$ cat src/rtl/mbmf_div.sv
// Restoring divider, one quotient bit per cycle.
// Used for the rounded window mean. No package dependencies.
module mbmf_div #(
  parameter int NUM_W = 24,
  parameter int DEN_W = 7
) (
  input  logic             clk,
  input  logic             rst_n,
  input  logic             start,
  input  logic [NUM_W-1:0] num,
  input  logic [DEN_W-1:0] den,
  output logic             done,
  output logic [NUM_W-1:0] quot
);

  localparam int CNT_W = $clog2(NUM_W + 1);

  logic             busy_r;
  logic [CNT_W-1:0] cnt_r;
  logic [DEN_W-1:0] rem_r;
  logic [DEN_W-1:0] den_r;
  logic [NUM_W-1:0] q_r;
  logic             done_r;
  logic [DEN_W:0]   rem_sh;
  logic             ge;

  assign rem_sh = {rem_r, q_r[NUM_W-1]};
  assign ge     = rem_sh >= {1'b0, den_r};

  always_ff @(posedge clk) begin
    if (!rst_n) begin
      busy_r <= 1'b0;
      done_r <= 1'b0;
      cnt_r  <= '0;
    end else begin
      done_r <= 1'b0;
      if (start) begin
        busy_r <= 1'b1;
        cnt_r  <= CNT_W'(NUM_W);
      end else if (busy_r) begin
        cnt_r <= cnt_r - 1'b1;
        if (cnt_r == CNT_W'(1)) begin
          busy_r <= 1'b0;
          done_r <= 1'b1;
        end
      end
    end
  end

  always_ff @(posedge clk) begin
    if (start) begin
      rem_r <= '0;
      den_r <= den;
      q_r   <= num;
    end else if (busy_r) begin
      rem_r <= ge ? DEN_W'(rem_sh - {1'b0, den_r}) : DEN_W'(rem_sh);
      q_r   <= {q_r[NUM_W-2:0], ge};
    end
  end

  assign done = done_r;
  assign quot = q_r;

endmodule

$ cat config.mk
export PLATFORM = sky130hd
export DESIGN_NAME = mbmf_div
export DESIGN_NICKNAME = d
export VERILOG_FILES = /design/src/rtl/mbmf_div.sv
export SDC_FILE = /design/constraint.sdc
export NUM_CORES = 1
export LEC_CHECK = 0
export BUFFER_PORTS_ARGS = -buffer_cell sky130_fd_sc_hd__buf_2
export CORE_AREA = 2 2 86 88
export DETAILED_ROUTE_END_ITERATION = 10
export DIE_AREA = 0 0 88 90
export SKIP_CTS_REPAIR_TIMING = 1
export SYNTH_ARGS = -nofsm -noshare
export SYNTH_HDL_FRONTEND = slang
export SYNTH_SLANG_ARGS = --single-unit
$ cat constraint.sdc
create_clock -name clk -period 2.1 [get_ports clk]
set_clock_uncertainty 0.15 [all_clocks]
set_input_delay 0.42 -clock clk [delete_from_list [all_inputs] [get_ports clk]]
set_output_delay 0.42 -clock clk [all_outputs]
set_load 0.01 [all_outputs]
After elaboration in Yosys (flattened, before gate mapping)
Index checks and enable logic that the tools add are counted. W data, S select, Z words.

Output and inout port bits: 25. Logic and storage cells: 25. Flip-flop bits (word level): 45.

Add/subtract/negate cells: 2. $lt $le $gt $ge: 1. Reduce and logical (&&, ||, !) cells: 3. Bitwise operators: 2. Muxes and demuxes: 9. Equal/unequal tests: 1.

Operator list (number): $mux W24 (2); $mux W5 (2); $ge A8 B7 Y1 (1); $mux W7 (1); $sub A7 B7 Y7 (1); $eq A5 B1 Y1 const B (1); $sub A5 B1 Y5 const B (1); $mux W1 (4); $reduce_or A3 Y1 (1); $not A1 Y1 (2); $reduce_bool A2 Y1 (1); $reduce_or A2 Y1 (1).

Longest topological paths before layout
Depth in word-level cells: 4. Depth in mapped cells: 8. Gate-level depth less buffers: 7.

Least setup slack after synthesis
No wires, ideal clock.

Kind: flip-flop to flip-flop. Start point: register q_r[23], in the netlist quot[23]. End point: register rem_r[3]. Period minus slack after synthesis: 2.265 ns. Stages on the path, launching flop included: 8. Setup time: 0.115 ns. Buffers on the path: 0. Path slack: -0.165 ns. Arrival time: 2.000 ns. Path through: edfxtp_1 -> inv_1 -> ha_1 -> fa_1 -> nand2b_2 -> a211o_4 -> a41o_1 -> a31o_1.

Word-level cells in the longest chain between the ends: 2. Elaborated cells between the ends (all ways): 3. Those cells by class: add/sub (1); order compare (1); mux (1).

RTL lines: start: declaration (line 22) `logic [NUM_W-1:0] q_r;`; start signal: assignment (line 54) `q_r <= num;`; start signal: assignment (line 57) `q_r <= {q_r[NUM_W-2:0], ge};`; $sub A7 B7 Y7 / $ge A8 B7 Y1 (equally long branches) (line 56, 28); $mux W7 * (line 56) `rem_r <= ge ? DEN_W'(rem_sh - {1'b0, den_r}) : DEN_W'(rem_sh);`; end signal: assignment (line 56); end: declaration (line 20) `logic [DEN_W-1:0] rem_r;`.

Every way passes the cells marked *; elsewhere a longest branch is shown, timed or not. A chain may end at the register's enable or synchronous reset.

Final worst setup path
Start point: register den_r[0]. End point: register rem_r[4].

Word-level cells in the longest chain between the ends: 2. Elaborated cells between the ends (all ways): 3. Those cells by class: add/sub (1); order compare (1); mux (1).

RTL lines: start: declaration (line 21) `logic [DEN_W-1:0] den_r;`; start signal: assignment (line 53) `den_r <= den;`; $sub A7 B7 Y7 / $ge A8 B7 Y1 (equally long branches) (line 56, 28); $mux W7 * (line 56).

Marks and branches as above.

==> out/results.txt <==
Tcrit/Tclk final - 0.9950
measured slew at the worst slew-check pin - 0.3836 ns
die area - 0.007920 mm^2
Seq cells post-synth - 45
RSZ-0062 raised after global routing - yes
final setup vio count - 0
Worst Setup End Kind - register
Internal - 1482 uW
first-pass GRT wire length - 8162 um
hold_sp - den[4]
post-route ant nets - 0
critical path class - reg -> reg
post-layout util - 0.4183
DIE HEIGHT - 90 um
worst vdd ir - 0.0003719 V
proportion of layout cells with a drive suffix above 1 - 0.4630
pin count of the biggest net entering global routing - 25
max cap viols - 0
Post-DP Area - 0.002811 mm^2
crit path DAT - 2.14 ns
CTS sink cnt - 45
part of the power in the clock network - 0.261
outcome - completed
number of synthesized flops with an enable pin - 31
initial DRC count - 86
part of the power in registers - 0.528
port bufs - 58
Critical Path Source - den_r[0]$_DFFE_PP_
CP required - 2.15 ns
Worst R2R Setup Slack - 0.01 ns
Syn Inst Count - 190
Comb pwr share - 0.211
via count - 1716
headroom to the max-slew limit - 0.7440
Worst-Skew Late Latency - 0.30 ns
post-synthesis async set-or-reset flop share - 0
Post-Syn Area - 0.002359 mm^2
vias per cell - 4.820
Root Buffer - clkbuf_8
Worst-path clk slew - 0.09 ns
Final #Nets - 300
routed len/inst - 13.63 um
number of CTS-inserted buffers - 5
Tightest Hold Check Type - in -> reg
Fmax achieved - 478.6 MHz
most frequent cells in the layout - buf_2, edfxtp_1, mux2_2
setup TNS - 0 ns
RD Place Congestion - 0.8029
Main synth FF type - edfxtp_1
row cnt - 31
total global routing track utilization - 0.1308
most common cell after layout, fill and taps aside - buf_2
grt ovf - 0
post-synthesis net count - 234
Design Area, Final - 0.002937 mm^2
Core ar. - 0.007020 mm^2
1st-pass router iterations - 4
vias in the first global route - 1697
Critical Path Start Type - register
post-synth cell types - 54
DP HPWL - 3534 um
Top-Level Pins - 59
clock tree buffer depth - 2
syn avg cell area - 12.41 um^2
static leakage - 0.001255 uW
DRC - 0
switching share of power - 0.2768
Ys Warns - 0
Net Sw Power - 567.5 uW
min Tclk post-route - 2.090 ns
die width - 88 um
initial core utilization - 0.3359
post-synthesis sequential area ratio - 0.5135
total power draw - 2050 uW
worst hold slack - 0.1417 ns
synthesis-to-layout area growth - 24.51%
initial antenna violation count - 0
max-slew violations - 0
total wire length - 4854 um
# diodes - 0
H-tree levels - 2
CTS tree - built
CP Max Fanout - 6
RR Startpoint - den_r[0]$_DFFE_PP_
Hold Fails Final Rpt - 0
P per Cell Area - 698.1 mW/mm^2
## cell type report
cell class / count / area [um^2]
flip-flops and latches: 45 / 1211
repair buffers: 68 / 377.9
fillers: 672 / 4084
clock buffers: 5 / 68.82
well taps: 99 / 123.9
multi-input cells: 123 / 1089
clock inverters: 3 / 17.52
inverters: 13 / 48.80
## cells in the mapped netlist (2+ instances only)
| cell | count | area (um^2) |
|---|---|---|
| a31o_1 | 2 | 17.52 |
| xnor2_1 | 4 | 35.03 |
| xor2_1 | 2 | 17.52 |
| nor2_1 | 8 | 30.03 |
| nand2_1 | 8 | 30.03 |
| dfxtp_1 | 14 | 280.3 |
| a311oi_1 | 2 | 17.52 |
| nand2b_2 | 2 | 17.52 |
| nor3_1 | 5 | 25.02 |
| ha_1 | 9 | 112.6 |
| o311ai_1 | 3 | 26.28 |
| a211oi_1 | 2 | 15.01 |
| o31ai_1 | 3 | 22.52 |
| nand2b_1 | 2 | 12.51 |
| a41oi_1 | 2 | 17.52 |
| clkbuf_1 | 2 | 7.510 |
| and3_1 | 8 | 50.05 |
| inv_1 | 13 | 48.80 |
| buf_6 | 2 | 22.52 |
| buf_2 | 2 | 10.01 |
| o21ai_0 | 2 | 10.01 |
| mux2_2 | 24 | 270.3 |
| nand3_1 | 2 | 10.01 |
| edfxtp_1 | 31 | 930.9 |
| and2b_2 | 2 | 17.52 |
| a211oi_2 | 2 | 25.02 |
| buf_1 | 3 | 11.26 |
| a41o_1 | 2 | 20.02 |
| nor2b_1 | 2 | 12.51 |
## worst max-delay path, cell delays in order (launching register included)
cell and delay [ns]:
edfxtp_1 0.38, ha_2 0.21, fa_2 0.37, nand2b_4 0.16, a211o_4 0.37, a41o_1 0.19, a31o_1 0.18
## power groups by stage
stage          Clock [uW]  Sequential, uW  Combinational, uW
6_report              535            1080                433
5_1_grt               589            1090                480
4_1_cts               554            1080                427
3_5_place_dp            0            1100                424
3_3_place_gp            0            1100                418
2_1_floorplan           0            1120                248
## final timing paths
kind | end | depth (start not counted)
max reg2reg | rem_r[4]$_SDFFE_PP0P_ | 6
max | rem_r[4]$_SDFFE_PP0P_ | 6
min reg2reg | cnt_r[1]$_SDFFE_PP0P_ | 2
min | den_r[4]$_DFFE_PP_ | 1
## layer usage
layer / part of all wire / wire, um / GRT usage
met4: 0.015 / 72 / 0.04487
met5: 0 / 0 / 0
met2: 0.49 / 2357 / 0.2014
met3: 0.053 / 259 / 0.03857
met1: 0.45 / 2165 / 0.1742
## kinds of logic (layout without fill, tap and decap cells)
group,Yosys count,in the layout,share of synthesized area
DFF,45,45,0.5135
adders and majority gates,10,10,0.05623
muxes,24,24,0.1146
buffers and inverters,22,89,0.04244
and+or+nand+nor,51,51,0.1337
AOI/OAI and AO/OA,32,32,0.1172
xor gates and xnor gates,6,6,0.02228
## flip-flops by register name, indices dropped and copies added, names as in the netlist
name and flops:
busy_r 1, den_r 7, rem_r 7, cnt_r 5
done 1, quot 24
## metrics by stage
step | cells | setup WS (ns)
final | 356 | 0.01049
after global routing | 356 | -0.08713
after CTS | 355 | -0.02758
after detailed placement | 347 | -0.01190
after global placement | 347 | 0.02073
after floorplan | 190 | -0.03933
Power figures use the tool's default switching activity.
